**src/sv/xpt_pkg.sv**
```systemverilog
`timescale 1ns / 1ps
// shared types, constants and a function of the crosspoint matrix block
package xpt_pkg;

    localparam int LINES     = 16;
    localparam int LINE_W    = $clog2(LINES);
    localparam int SEL_W     = 4;
    localparam int ROW_W     = 16;
    localparam int MAP_W     = 64;
    localparam int CFG_IDX_W = 2;
    localparam int QDEPTH    = 2;
    localparam int QPTR_W    = $clog2(QDEPTH);
    localparam int QCNT_W    = $clog2(QDEPTH + 1);

    localparam logic [CFG_IDX_W-1:0] CFG_X_MAP = CFG_IDX_W'(0);
    localparam logic [CFG_IDX_W-1:0] CFG_Y_MAP = CFG_IDX_W'(1);

    localparam logic [MAP_W-1:0] IDENTITY_MAP = 64'hFEDC_BA98_7654_3210;

    typedef enum logic [1:0] {
        OP_CONNECT = 2'd0,
        OP_QUERY   = 2'd1,
        OP_CLEAR   = 2'd2,
        OP_FLUSH   = 2'd3
    } t_op;

    typedef enum logic {
        BK_IDLE,
        BK_FLUSH
    } t_back_state;

    typedef struct packed {
        t_op              op;
        logic [SEL_W-1:0] px;
        logic [SEL_W-1:0] py;
        logic             usable;
        logic             err;
    } t_cmd;

    typedef struct packed {
        logic not_empty;
        logic full;
    } t_queue_status;

    // a table is good when its first LINES entries are in range and hit every line
    function automatic logic map_valid(input logic [MAP_W-1:0] table_bits);
        logic             ok;
        logic             found;
        logic [SEL_W-1:0] e;
        ok = 1'b1;
        for (int i = 0; i < LINES; i++) begin
            e = table_bits[i*SEL_W +: SEL_W];
            if (int'(e) >= LINES) begin
                ok = 1'b0;
            end
        end
        for (int v = 0; v < LINES; v++) begin
            found = 1'b0;
            for (int i = 0; i < LINES; i++) begin
                if (table_bits[i*SEL_W +: SEL_W] == SEL_W'(v)) begin
                    found = 1'b1;
                end
            end
            if (!found) begin
                ok = 1'b0;
            end
        end
        return ok;
    endfunction

endpackage

```
**src/sv/xpt_front.sv**
```systemverilog
`timescale 1ns / 1ps
// front end: mapping tables, command accept and classification
module xpt_front (
    input  logic                           i_clk,
    input  logic                           i_rst_n,
    input  logic                           i_start,
    input  logic [1:0]                     i_operation,
    input  logic [xpt_pkg::SEL_W-1:0]      i_x_line,
    input  logic [xpt_pkg::SEL_W-1:0]      i_y_line,
    input  logic                           i_cfg_valid,
    input  logic [xpt_pkg::CFG_IDX_W-1:0]  i_cfg_index,
    input  logic [xpt_pkg::MAP_W-1:0]      i_cfg_data,
    input  xpt_pkg::t_queue_status         i_qstat,
    output logic                           o_push,
    output xpt_pkg::t_cmd                  o_cmd
);

    logic [xpt_pkg::MAP_W-1:0] r_x_map;
    logic [xpt_pkg::MAP_W-1:0] r_y_map;
    logic                      r_x_ok;
    logic                      r_y_ok;
    logic                      err;
    logic                      in_range;

    // validity is worked out once, as the table is written
    always_ff @(posedge i_clk) begin
        if (!i_rst_n) begin
            r_x_map <= xpt_pkg::IDENTITY_MAP;
            r_y_map <= xpt_pkg::IDENTITY_MAP;
            r_x_ok  <= 1'b1;
            r_y_ok  <= 1'b1;
        end else if (i_cfg_valid) begin
            unique case (i_cfg_index)
                xpt_pkg::CFG_X_MAP: begin
                    r_x_map <= i_cfg_data;
                    r_x_ok  <= xpt_pkg::map_valid(i_cfg_data);
                end
                xpt_pkg::CFG_Y_MAP: begin
                    r_y_map <= i_cfg_data;
                    r_y_ok  <= xpt_pkg::map_valid(i_cfg_data);
                end
                default: begin
                end
            endcase
        end
    end

    assign err      = !(r_x_ok && r_y_ok);
    assign in_range = (int'(i_x_line) < xpt_pkg::LINES) && (int'(i_y_line) < xpt_pkg::LINES);

    always_comb begin
        o_push        = i_start && !i_qstat.full;
        o_cmd.op      = xpt_pkg::t_op'(i_operation);
        o_cmd.px      = r_x_map[{i_x_line, 2'b00} +: xpt_pkg::SEL_W];
        o_cmd.py      = r_y_map[{i_y_line, 2'b00} +: xpt_pkg::SEL_W];
        o_cmd.usable  = !err && in_range;
        o_cmd.err     = err;
    end

endmodule

```
**src/sv/xpt_queue.sv**
```systemverilog
`timescale 1ns / 1ps
// short command queue between front and back
module xpt_queue (
    input  logic                   i_clk,
    input  logic                   i_rst_n,
    input  logic                   i_push,
    input  xpt_pkg::t_cmd          i_cmd,
    input  logic                   i_pop,
    output xpt_pkg::t_cmd          o_cmd,
    output xpt_pkg::t_queue_status o_stat
);

    xpt_pkg::t_cmd                r_mem [xpt_pkg::QDEPTH];
    logic [xpt_pkg::QPTR_W-1:0]   r_wr_ptr;
    logic [xpt_pkg::QPTR_W-1:0]   r_rd_ptr;
    logic [xpt_pkg::QCNT_W-1:0]   r_count;

    always_ff @(posedge i_clk) begin
        if (i_push) begin
            r_mem[r_wr_ptr] <= i_cmd;
        end
    end

    always_ff @(posedge i_clk) begin
        if (!i_rst_n) begin
            r_wr_ptr <= '0;
            r_rd_ptr <= '0;
            r_count  <= '0;
        end else begin
            if (i_push) begin
                r_wr_ptr <= r_wr_ptr + xpt_pkg::QPTR_W'(1);
            end
            if (i_pop) begin
                r_rd_ptr <= r_rd_ptr + xpt_pkg::QPTR_W'(1);
            end
            if (i_push && !i_pop) begin
                r_count <= r_count + xpt_pkg::QCNT_W'(1);
            end else if (i_pop && !i_push) begin
                r_count <= r_count - xpt_pkg::QCNT_W'(1);
            end
        end
    end

    assign o_cmd            = r_mem[r_rd_ptr];
    assign o_stat.not_empty = (r_count != '0);
    assign o_stat.full      = (r_count == xpt_pkg::QCNT_W'(xpt_pkg::QDEPTH));

    a_no_overflow: assert property (@(posedge i_clk) disable iff (!i_rst_n)
        o_stat.full |-> !i_push)
        else $error("push into a full command queue");

    a_no_underflow: assert property (@(posedge i_clk) disable iff (!i_rst_n)
        !o_stat.not_empty |-> !i_pop)
        else $error("pop from an empty command queue");

endmodule

```
**src/sv/xpt_back.sv**
```systemverilog
`timescale 1ns / 1ps
// back end: switch matrix, command execution and result registers
module xpt_back (
    input  logic                       i_clk,
    input  logic                       i_rst_n,
    input  xpt_pkg::t_queue_status     i_qstat,
    input  xpt_pkg::t_cmd              i_cmd,
    output logic                       o_pop,
    output logic                       o_strobe,
    output logic                       o_connected,
    output logic [xpt_pkg::SEL_W-1:0]  o_row_index,
    output logic [xpt_pkg::ROW_W-1:0]  o_row_bits,
    output logic                       o_latch,
    output logic                       o_last,
    output logic                       o_map_error
);

    xpt_pkg::t_back_state       r_state;
    xpt_pkg::t_back_state       n_state;
    logic [xpt_pkg::LINES-1:0]  r_matrix [xpt_pkg::LINES];
    logic [xpt_pkg::LINE_W-1:0] r_row;
    logic [xpt_pkg::LINE_W-1:0] n_row;
    logic                       r_err;
    logic                       n_err;
    logic [xpt_pkg::LINE_W-1:0] pxi;
    logic [xpt_pkg::LINE_W-1:0] pyi;
    logic                       do_connect;
    logic                       do_clear;
    logic                       n_strobe;
    logic                       n_connected;
    logic [xpt_pkg::SEL_W-1:0]  n_row_index;
    logic [xpt_pkg::ROW_W-1:0]  n_row_bits;
    logic                       n_latch;
    logic                       n_last;
    logic                       n_map_error;

    assign pxi = i_cmd.px[xpt_pkg::LINE_W-1:0];
    assign pyi = i_cmd.py[xpt_pkg::LINE_W-1:0];

    always_ff @(posedge i_clk) begin
        if (!i_rst_n) begin
            r_state <= xpt_pkg::BK_IDLE;
            r_row   <= '0;
            r_err   <= 1'b0;
        end else begin
            r_state <= n_state;
            r_row   <= n_row;
            r_err   <= n_err;
        end
    end

    always_comb begin
        n_state     = r_state;
        n_row       = r_row;
        n_err       = r_err;
        o_pop       = 1'b0;
        do_connect  = 1'b0;
        do_clear    = 1'b0;
        n_strobe    = 1'b0;
        n_connected = 1'b0;
        n_row_index = '0;
        n_row_bits  = '0;
        n_latch     = 1'b0;
        n_last      = 1'b0;
        n_map_error = 1'b0;
        unique case (r_state)
            xpt_pkg::BK_IDLE: begin
                if (i_qstat.not_empty) begin
                    o_pop       = 1'b1;
                    n_map_error = i_cmd.err;
                    case (i_cmd.op)
                        xpt_pkg::OP_CONNECT: begin
                            do_connect = i_cmd.usable;
                            n_strobe   = 1'b1;
                            n_last     = 1'b1;
                        end
                        xpt_pkg::OP_QUERY: begin
                            n_connected = i_cmd.usable && r_matrix[pyi][pxi];
                            n_strobe    = 1'b1;
                            n_last      = 1'b1;
                        end
                        xpt_pkg::OP_CLEAR: begin
                            do_clear = 1'b1;
                            n_strobe = 1'b1;
                            n_last   = 1'b1;
                        end
                        default: begin
                            // flush: words follow from the top row down
                            n_state = xpt_pkg::BK_FLUSH;
                            n_row   = xpt_pkg::LINE_W'(xpt_pkg::LINES - 1);
                            n_err   = i_cmd.err;
                        end
                    endcase
                end
            end
            xpt_pkg::BK_FLUSH: begin
                n_strobe    = 1'b1;
                n_row_index = xpt_pkg::SEL_W'(r_row);
                n_row_bits  = xpt_pkg::ROW_W'(r_matrix[r_row]);
                n_map_error = r_err;
                n_row       = r_row - xpt_pkg::LINE_W'(1);
                if (r_row == '0) begin
                    n_latch = 1'b1;
                    n_last  = 1'b1;
                    n_state = xpt_pkg::BK_IDLE;
                end
            end
            default: begin
                n_state = xpt_pkg::BK_IDLE;
            end
        endcase
    end

    always_ff @(posedge i_clk) begin
        if (!i_rst_n) begin
            for (int r = 0; r < xpt_pkg::LINES; r++) begin
                r_matrix[r] <= '0;
            end
        end else if (do_clear) begin
            for (int r = 0; r < xpt_pkg::LINES; r++) begin
                r_matrix[r] <= '0;
            end
        end else if (do_connect) begin
            r_matrix[pyi][pxi] <= 1'b1;
        end
    end

    always_ff @(posedge i_clk) begin
        if (!i_rst_n) begin
            o_strobe <= 1'b0;
        end else begin
            o_strobe <= n_strobe;
        end
        o_connected <= n_connected;
        o_row_index <= n_row_index;
        o_row_bits  <= n_row_bits;
        o_latch     <= n_latch;
        o_last      <= n_last;
        o_map_error <= n_map_error;
    end

    a_flush_contiguous: assert property (@(posedge i_clk) disable iff (!i_rst_n)
        o_strobe && !o_last |=> o_strobe)
        else $error("flush words not back to back");

    a_flush_row_order: assert property (@(posedge i_clk) disable iff (!i_rst_n)
        o_strobe && !o_last |=> o_row_index == $past(o_row_index) - xpt_pkg::SEL_W'(1))
        else $error("flush rows out of order");

    a_no_pop_in_flush: assert property (@(posedge i_clk) disable iff (!i_rst_n)
        r_state == xpt_pkg::BK_FLUSH |-> !o_pop)
        else $error("command taken while a flush runs");

endmodule

```
**src/sv/crosspoint_matrix_config_serializer.sv**
```systemverilog
`timescale 1ns / 1ps
// top level of the crosspoint matrix with serial row words
//
//  channel   | handshake                  | payload
//  ----------+----------------------------+---------------------------------------------
//  command   | start in, busy out         | i_operation, i_x_line, i_y_line
//  result    | o_strobe out, no stall     | o_connected, o_row_index, o_row_bits,
//            |                            | o_latch, o_last, o_map_error
//  config    | i_cfg_valid, o_cfg_ready   | i_cfg_index, i_cfg_data
//
// a command is taken while busy is low; busy rises when the two-entry command queue is full
// connect, query and clear give their one result after the command queue and the back-end output registers
// flush is dispatched by the idle back end, then gives one row word per cycle, row 15 first
// the back end runs one command at a time, so a flush holds later commands in the queue
// i_rst_n is synchronous: on it the matrix clears and both tables return to identity
module crosspoint_matrix_config_serializer (
    input  logic                           i_clk,
    input  logic                           i_rst_n,
    input  logic                           start,
    output logic                           busy,
    input  logic [1:0]                     i_operation,
    input  logic [xpt_pkg::SEL_W-1:0]      i_x_line,
    input  logic [xpt_pkg::SEL_W-1:0]      i_y_line,
    output logic                           o_strobe,
    output logic                           o_connected,
    output logic [xpt_pkg::SEL_W-1:0]      o_row_index,
    output logic [xpt_pkg::ROW_W-1:0]      o_row_bits,
    output logic                           o_latch,
    output logic                           o_last,
    output logic                           o_map_error,
    input  logic                           i_cfg_valid,
    output logic                           o_cfg_ready,
    input  logic [xpt_pkg::CFG_IDX_W-1:0]  i_cfg_index,
    input  logic [xpt_pkg::MAP_W-1:0]      i_cfg_data
);

    xpt_pkg::t_queue_status qstat;
    xpt_pkg::t_cmd          push_cmd;
    xpt_pkg::t_cmd          head_cmd;
    logic                   push;
    logic                   pop;

    assign busy        = qstat.full;
    assign o_cfg_ready = 1'b1;

    xpt_front u_front (
        .i_clk       (i_clk),
        .i_rst_n     (i_rst_n),
        .i_start     (start),
        .i_operation (i_operation),
        .i_x_line    (i_x_line),
        .i_y_line    (i_y_line),
        .i_cfg_valid (i_cfg_valid),
        .i_cfg_index (i_cfg_index),
        .i_cfg_data  (i_cfg_data),
        .i_qstat     (qstat),
        .o_push      (push),
        .o_cmd       (push_cmd)
    );

    xpt_queue u_queue (
        .i_clk   (i_clk),
        .i_rst_n (i_rst_n),
        .i_push  (push),
        .i_cmd   (push_cmd),
        .i_pop   (pop),
        .o_cmd   (head_cmd),
        .o_stat  (qstat)
    );

    xpt_back u_back (
        .i_clk       (i_clk),
        .i_rst_n     (i_rst_n),
        .i_qstat     (qstat),
        .i_cmd       (head_cmd),
        .o_pop       (pop),
        .o_strobe    (o_strobe),
        .o_connected (o_connected),
        .o_row_index (o_row_index),
        .o_row_bits  (o_row_bits),
        .o_latch     (o_latch),
        .o_last      (o_last),
        .o_map_error (o_map_error)
    );

endmodule
```
**config.mk**
```make
export PLATFORM = sky130hd
export DESIGN_NAME = crosspoint_matrix_config_serializer
export DESIGN_NICKNAME = d
export VERILOG_FILES = /design/src/sv/xpt_pkg.sv /design/src/sv/xpt_front.sv /design/src/sv/xpt_queue.sv /design/src/sv/xpt_back.sv /design/src/sv/crosspoint_matrix_config_serializer.sv
export SDC_FILE = /design/constraint.sdc
export NUM_CORES = 1
export LEC_CHECK = 0
export ABC_AREA = 1
export BUFFER_PORTS_ARGS = -buffer_cell sky130_fd_sc_hd__buf_2
export CORE_MARGIN = 5
export CORE_UTILIZATION = 52
export CTS_BUF_LIST = sky130_fd_sc_hd__clkbuf_8 sky130_fd_sc_hd__clkbuf_16
export CTS_CLUSTER_DIAMETER = 40
export DETAILED_ROUTE_END_ITERATION = 7
export PLACE_DENSITY = 0.72
export SLEW_MARGIN = 30
export SYNTH_ARGS = -nofsm -noshare
export SYNTH_HDL_FRONTEND = slang
export SYNTH_SLANG_ARGS = --single-unit
```
**constraint.sdc**
```tcl
create_clock -name i_clk -period 2.33 [get_ports i_clk]
set_clock_uncertainty 0.1 [all_clocks]
set_input_delay 0.233 -clock i_clk [delete_from_list [all_inputs] [get_ports i_clk]]
set_output_delay 0.233 -clock i_clk [all_outputs]
set_load 0.005 [all_outputs]
```
# Yosys cells after proc, flatten, opt, wreduce, memory -nomap -nowiden
# Memory sizes are Yosys's and may differ from the RTL's. A register that Yosys moved wholly into a read port is not among the register bits.
# Cells that the tools add are included.
# word_totals
reg_bits	149
latchBits	0
ram_bits	280
rom_bits	0
inputBits	80
out_inout_bits	27
elab_cells	775
n_memories	2
# classes
add_sub_neg	5
n_mul	0
div	0
magnitude_cmp	2
n_eq_ne	246
shifts	2
mux	443
n_bitwise	20
reduce_logical	39
# mem_list
name	words	width	read_ports	rd_clocked_by_memory_dff	wr	line_no	source
u_back.r_matrix	16	16	2	1	16	xpt_back.sv:20	logic [xpt_pkg::LINES-1:0] r_matrix [xpt_pkg::LINES];
u_queue.r_mem	2	12	1	1	1	xpt_queue.sv:13	xpt_pkg::t_cmd r_mem [xpt_pkg::QDEPTH];
# ops
cell	n
4-bit equality test (second input constant)	128
1-bit two-way mux	412
16-bit two-way mux	19
4-bit by 3-bit equality test with 1-bit output (second input constant)	64
4-bit by 2-bit equality test with 1-bit output (second input constant)	32
64-bit by 7-bit indexed part select with 4-bit output	2
4-bit zero test	17
4-bit by 1-bit equality test with 1-bit output (second input constant)	16
1-bit bitwise OR	16
16-bit OR reduction	1
4-bit two-way mux	3
1-bit case mux with 2 select lines	4
4-bit case mux with 2 select lines	1
1-bit logical AND	6
2-bit AND reduction	3
3-bit OR reduction	2
1-bit zero test	5
4-bit by 5-bit less-than comparator with 1-bit output (second input constant)	1
1-bit binary-select mux with 4-bit select	1
1-bit demux with 4-bit select	1
2-bit by 1-bit equality test with 1-bit output (second input constant)	2
2-bit equality test (second input constant)	2
4-bit by 1-bit >= comparator with 1-bit output (second input constant)	1
2-bit zero test	2
other kinds (9)	16

# Depth between registers and ports, before layout
# depth
ltp_word	36
ltp_mapped	19
depth_no_buf	16

# Cells and area by module
# A second synthesis with hierarchy kept.
# hier_totals
hier_cells	3525
area_unflattened_um2	23483.8
# modules_own_cells
mod	n_inst	cells_per_inst	area_per_inst_um2	seq_area_each_um2
xpt_back	1	2069	14052.2	5745.5
xpt_front	1	1382	8287.9	2602.5
xpt_queue	1	72	1132.3	820.8
crosspoint_matrix_config_serializer	1	2	11.3	0.0

# Worst setup path after synthesis
# OpenSTA, ideal clock, no wires.
# synth_path
kind	reg-to-reg
startpoint	register with a tool-made name
endpoint	memory u_back.r_matrix[15][2] in the netlist's numbering
setup_time_ps	137
t_arrival_ps	2030
required_ps	2093
path_slack_ps	63
path_stages_with_launch	9
n_path_buf	2
synth_period_minus_slack_ps	2267
cell_sequence	dfxtp_1 -> inv_1 -> buf_2 -> or2_2 -> o21ai_0 -> clkinv_1 -> nand4_1 -> buf_2 -> o22ai_1
# synth_lines
element	line_no
to (decl)	xpt_back.sv:20

==> results.sh <==
export IMPL_leakage_nw=12.0
export IMPL_power_frac_clock_pct=32.2
export IMPL_min_path_type="input port to flop"
export IMPL_nFillCells=3692
export IMPL_syn_area_sq_mm=0.0226
export IMPL_tritoncts="yes"
export IMPL_synth_area_leaders="dfxtp_1 (37%), nand2_1 (13%), o22ai_1 (8.6%)"
export IMPL_clk_latency_ns=0.59
export IMPL_criticalPathCategory="flop to flop"
export IMPL_gp_congestion=1.01
export IMPL_cap_violations=0
export IMPL_clkSinkCount=446
export IMPL_drc=1
export IMPL_worst_ep_arrival_time_ns=2.76
export IMPL_synth_area_per_cell_sq_um=6.81
export IMPL_ys_types=35
export IMPL_start_kind="flop"
export IMPL_ir_drop_mv=0.815
export IMPL_power_density_mw_per_mm2=1150
export IMPL_multi_input_area_sq_mm=0.0116
export IMPL_totalWireLength_mm=94.4
export IMPL_port_buffer_count=105
export IMPL_rows=76
export IMPL_p_sw_share_pct=41.4
export IMPL_io_pin_count=107
export IMPL_clkSlewWorstSetupHoldPaths_ns=0.05
export IMPL_p_int_mw=19.1
export IMPL_clk_path_buf_depth=3
export IMPL_synth_fp_nets=3401
export IMPL_p_comb_share_pct=42.3
export IMPL_die_width_um=219
export IMPL_viasPerCell=6.13
export IMPL_grt_pass1_vias=23900
export IMPL_setup_slack_ns=-0.0443
export IMPL_setup_viol=58
export IMPL_vias=25400
export IMPL_initial_core_util_pct=52.5
export IMPL_grt_max_degree=107
export IMPL_first_iter_violations=3408
export IMPL_fin_area_sq_mm=0.0284
export IMPL_antenna_found_initial=2
export IMPL_reg2reg_depth=13
export IMPL_seq_power_share_pct=25.5
export IMPL_area_growth_pct=25.5
export IMPL_fp_coreArea_sq_mm=0.0431
export IMPL_drive_gt1_share_pct=14.3
export IMPL_dieHeight_um=219
export IMPL_grt_total_usage_pct=37.4
export IMPL_synth_yosys_seq_area_share_pct=40.6
export IMPL_final_max_slew_viol_count=0
export IMPL_rrSetupSlack_ns=-0.04
export IMPL_clockRootBuffer="clkbuf_16"
export IMPL_wl_per_cell_um=22.8
export IMPL_seqCellArea_sq_mm=0.00918
export IMPL_numCtsBuffers=68
export IMPL_synthCells=3319
export IMPL_critPathRequiredTime_ns=2.72
export IMPL_worst_pin_slew_ns=0.692
export IMPL_fin_crit_sh_pct=102
export IMPL_dp_slack_ns=-0.0464
export IMPL_ys_warn_count=0
export IMPL_grt_pass1_wl_mm=139
export IMPL_dpl_cell_area_sq_mm=0.0247
export IMPL_p_switching_mw=13.5
export IMPL_diodes=0
export IMPL_dp_hpwl_mm=63.4
export IMPL_cts_max_level=3
export IMPL_yosysTopAreaCellShare_pct=37.4
export IMPL_r2r_end="u_back.r_matrix[2][0]"
export IMPL_synth_top_area_cell="dfxtp_1"
export IMPL_ant_nets=0
export IMPL_ys_seq_elements=446
export IMPL_end_kind="flop"
export IMPL_crit_fanout=16
export IMPL_dr_pass1_iters=8
export IMPL_violations="DRC, setup timing"
export IMPL_crit_end="u_back.r_matrix[2][0]"
export IMPL_die_area_sq_mm=0.0478
export IMPL_hold_viol_final=0
export IMPL_nets=3586
export IMPL_slew_headroom_pct=53.7
export IMPL_fin_crit_ns=2.37
export IMPL_grt_overflow=0
export IMPL_run_status="finished with violations"
export IMPL_fmax_mhz=421
export IMPL_rsz0062_at_grt="true"
## worst max-delay path: stages, from the launching register on
cell and delay, ns:
dfxtp_4 0.38, inv_6 0.05, buf_6 0.12, or2_1 0.24, o21ai_2 0.09, inv_2 0.08, nor4_4 0.26, buf_4 0.19
buf_6 0.11, buf_12 0.12, buf_4 0.13, nand4_1 0.09, buf_6 0.21, o22ai_1 0.13
## state kept, by name, summed over array words and instances, names as in the netlist, 2 cells and up, named ones only
signal	cells
u_queue.r_mem	24
u_back.o_row_index	4
u_back.o_row_bits	16
u_queue.r_count	2
u_front.r_x_map	64
u_front.r_y_map	64
u_back.r_matrix	256
u_back.r_row	4
## cells by family after synthesis
family | Yosys count | share of synthesized area [%]
other | 1 | 0.0166
multiplexers | 33 | 1.46
AND/OR/NAND/NOR | 1228 | 22.6
flip-flops | 446 | 40.6
buffers and inverters | 626 | 10.7
adder cells (fa/ha/maj) | 2 | 0.111
AO/OA/AOI/OAI | 983 | 24.6
## how the worst min path moves through the flow
stage / start / end / slack [ns] / cells after the start
after global placement: u_queue.r_rd_ptr / u_queue.r_rd_ptr / 0.34 / 1
after CTS: i_cfg_data[24] / u_front.r_y_map[24] / 0.002 / 4
final: i_cfg_data[24] / u_front.r_y_map[24] / 0.01 / 4
after detailed placement: u_queue.r_rd_ptr / u_queue.r_rd_ptr / 0.34 / 1
after global routing: i_cfg_data[27] / u_front.r_y_map[27] / 0.03 / 4
after floorplan: i_operation[0] / u_queue.r_mem[0][10] / 0.23 / 0
## per-layer routing
metal,up-vias,global-route usage [%],wire length (um)
met5,-,0,8
met4,2,23.5,6920
met2,1581,62.5,44200
met1,11800,44.8,34500
met3,411,6.36,8710
li1,11600,-,-
## layout make-up
| cell class | count | area share [%] |
|---|---|---|
| clock buffer | 76 | 6.50 |
| clock inverter | 47 | 1.78 |
| inverter | 399 | 5.30 |
| multi-input combinational | 2253 | 41.0 |
| sequential | 446 | 32.3 |
| tap | 585 | 2.58 |
| timing repair buffer | 336 | 10.5 |
## placed cells by master, fill, tap and decap left out, types with 97 or more instances in the layout
| cell | synthesis | final |
|---|---|---|
| o22ai_1 | 312 | 245 |
| buf_4 | 1 | 130 |
| o211ai_1 | 97 | 97 |
| nand2_1 | 782 | 780 |
| nand3_1 | 126 | 125 |
| o21ai_0 | 329 | 321 |
| dfxtp_1 | 422 | 418 |
| a21oi_1 | 239 | 239 |
| inv_1 | 394 | 402 |
| nor2_1 | 245 | 240 |
| buf_2 | 38 | 104 |
## cell usage after synthesis (all sizes together)
cell type,n
ha,2
and2,1
nand3,126
o31ai,1
nor3,6
o211ai,97
conb,1
o2111ai,1
buf,63
a21oi,239
a221o,1
a31oi,1
o21a,1
clkbuf,164
o21bai,1
mux2i,33
or2,8
clkinv,3
o21ai,329
inv,396
nand2,782
nand4,24
nor4,36
edfxtp,24
nor2,245
dfxtp,422
o22ai,312
## power by group through the flow
| stage | clock [mW] | combinational (mW) | sequential [mW] |
|---|---|---|---|
| 2_1_floorplan | 0 | 7.56 | 8.36 |
| 3_3_place_gp | 0 | 12.4 | 8.42 |
| 3_5_place_dp | 0 | 12.5 | 8.43 |
| 4_1_cts | 10.5 | 12.7 | 8.28 |
| 5_1_grt | 10.9 | 14.6 | 8.33 |
| 6_report | 10.5 | 13.8 | 8.30 |
## through the flow
step	util, %	power (mW)	hold slack (ns)	setup TNS, ns	cells
floorplan	-	15.9	0.232	0	3319
global placement	57.3	20.8	0.336	0	3947
detailed placement	57.3	20.9	0.343	-1.07	3947
CTS	64.2	31.5	0.00176	-0.0341	4124
global route	65.9	33.8	0.0303	-6.12	4142
finish	65.9	32.5	0.0129	-0.652	4142
## repair_timing
item                                   CTS  global route
cloned                                   2             8
hold buffers                            50             0
gates resized for setup                 15            86
setup endpoints to repair              177           257
pin swaps                                2             8
setup buffers                            2            10
endpoints found under the hold margin   98             0
(Power assumes the default switching activity.)
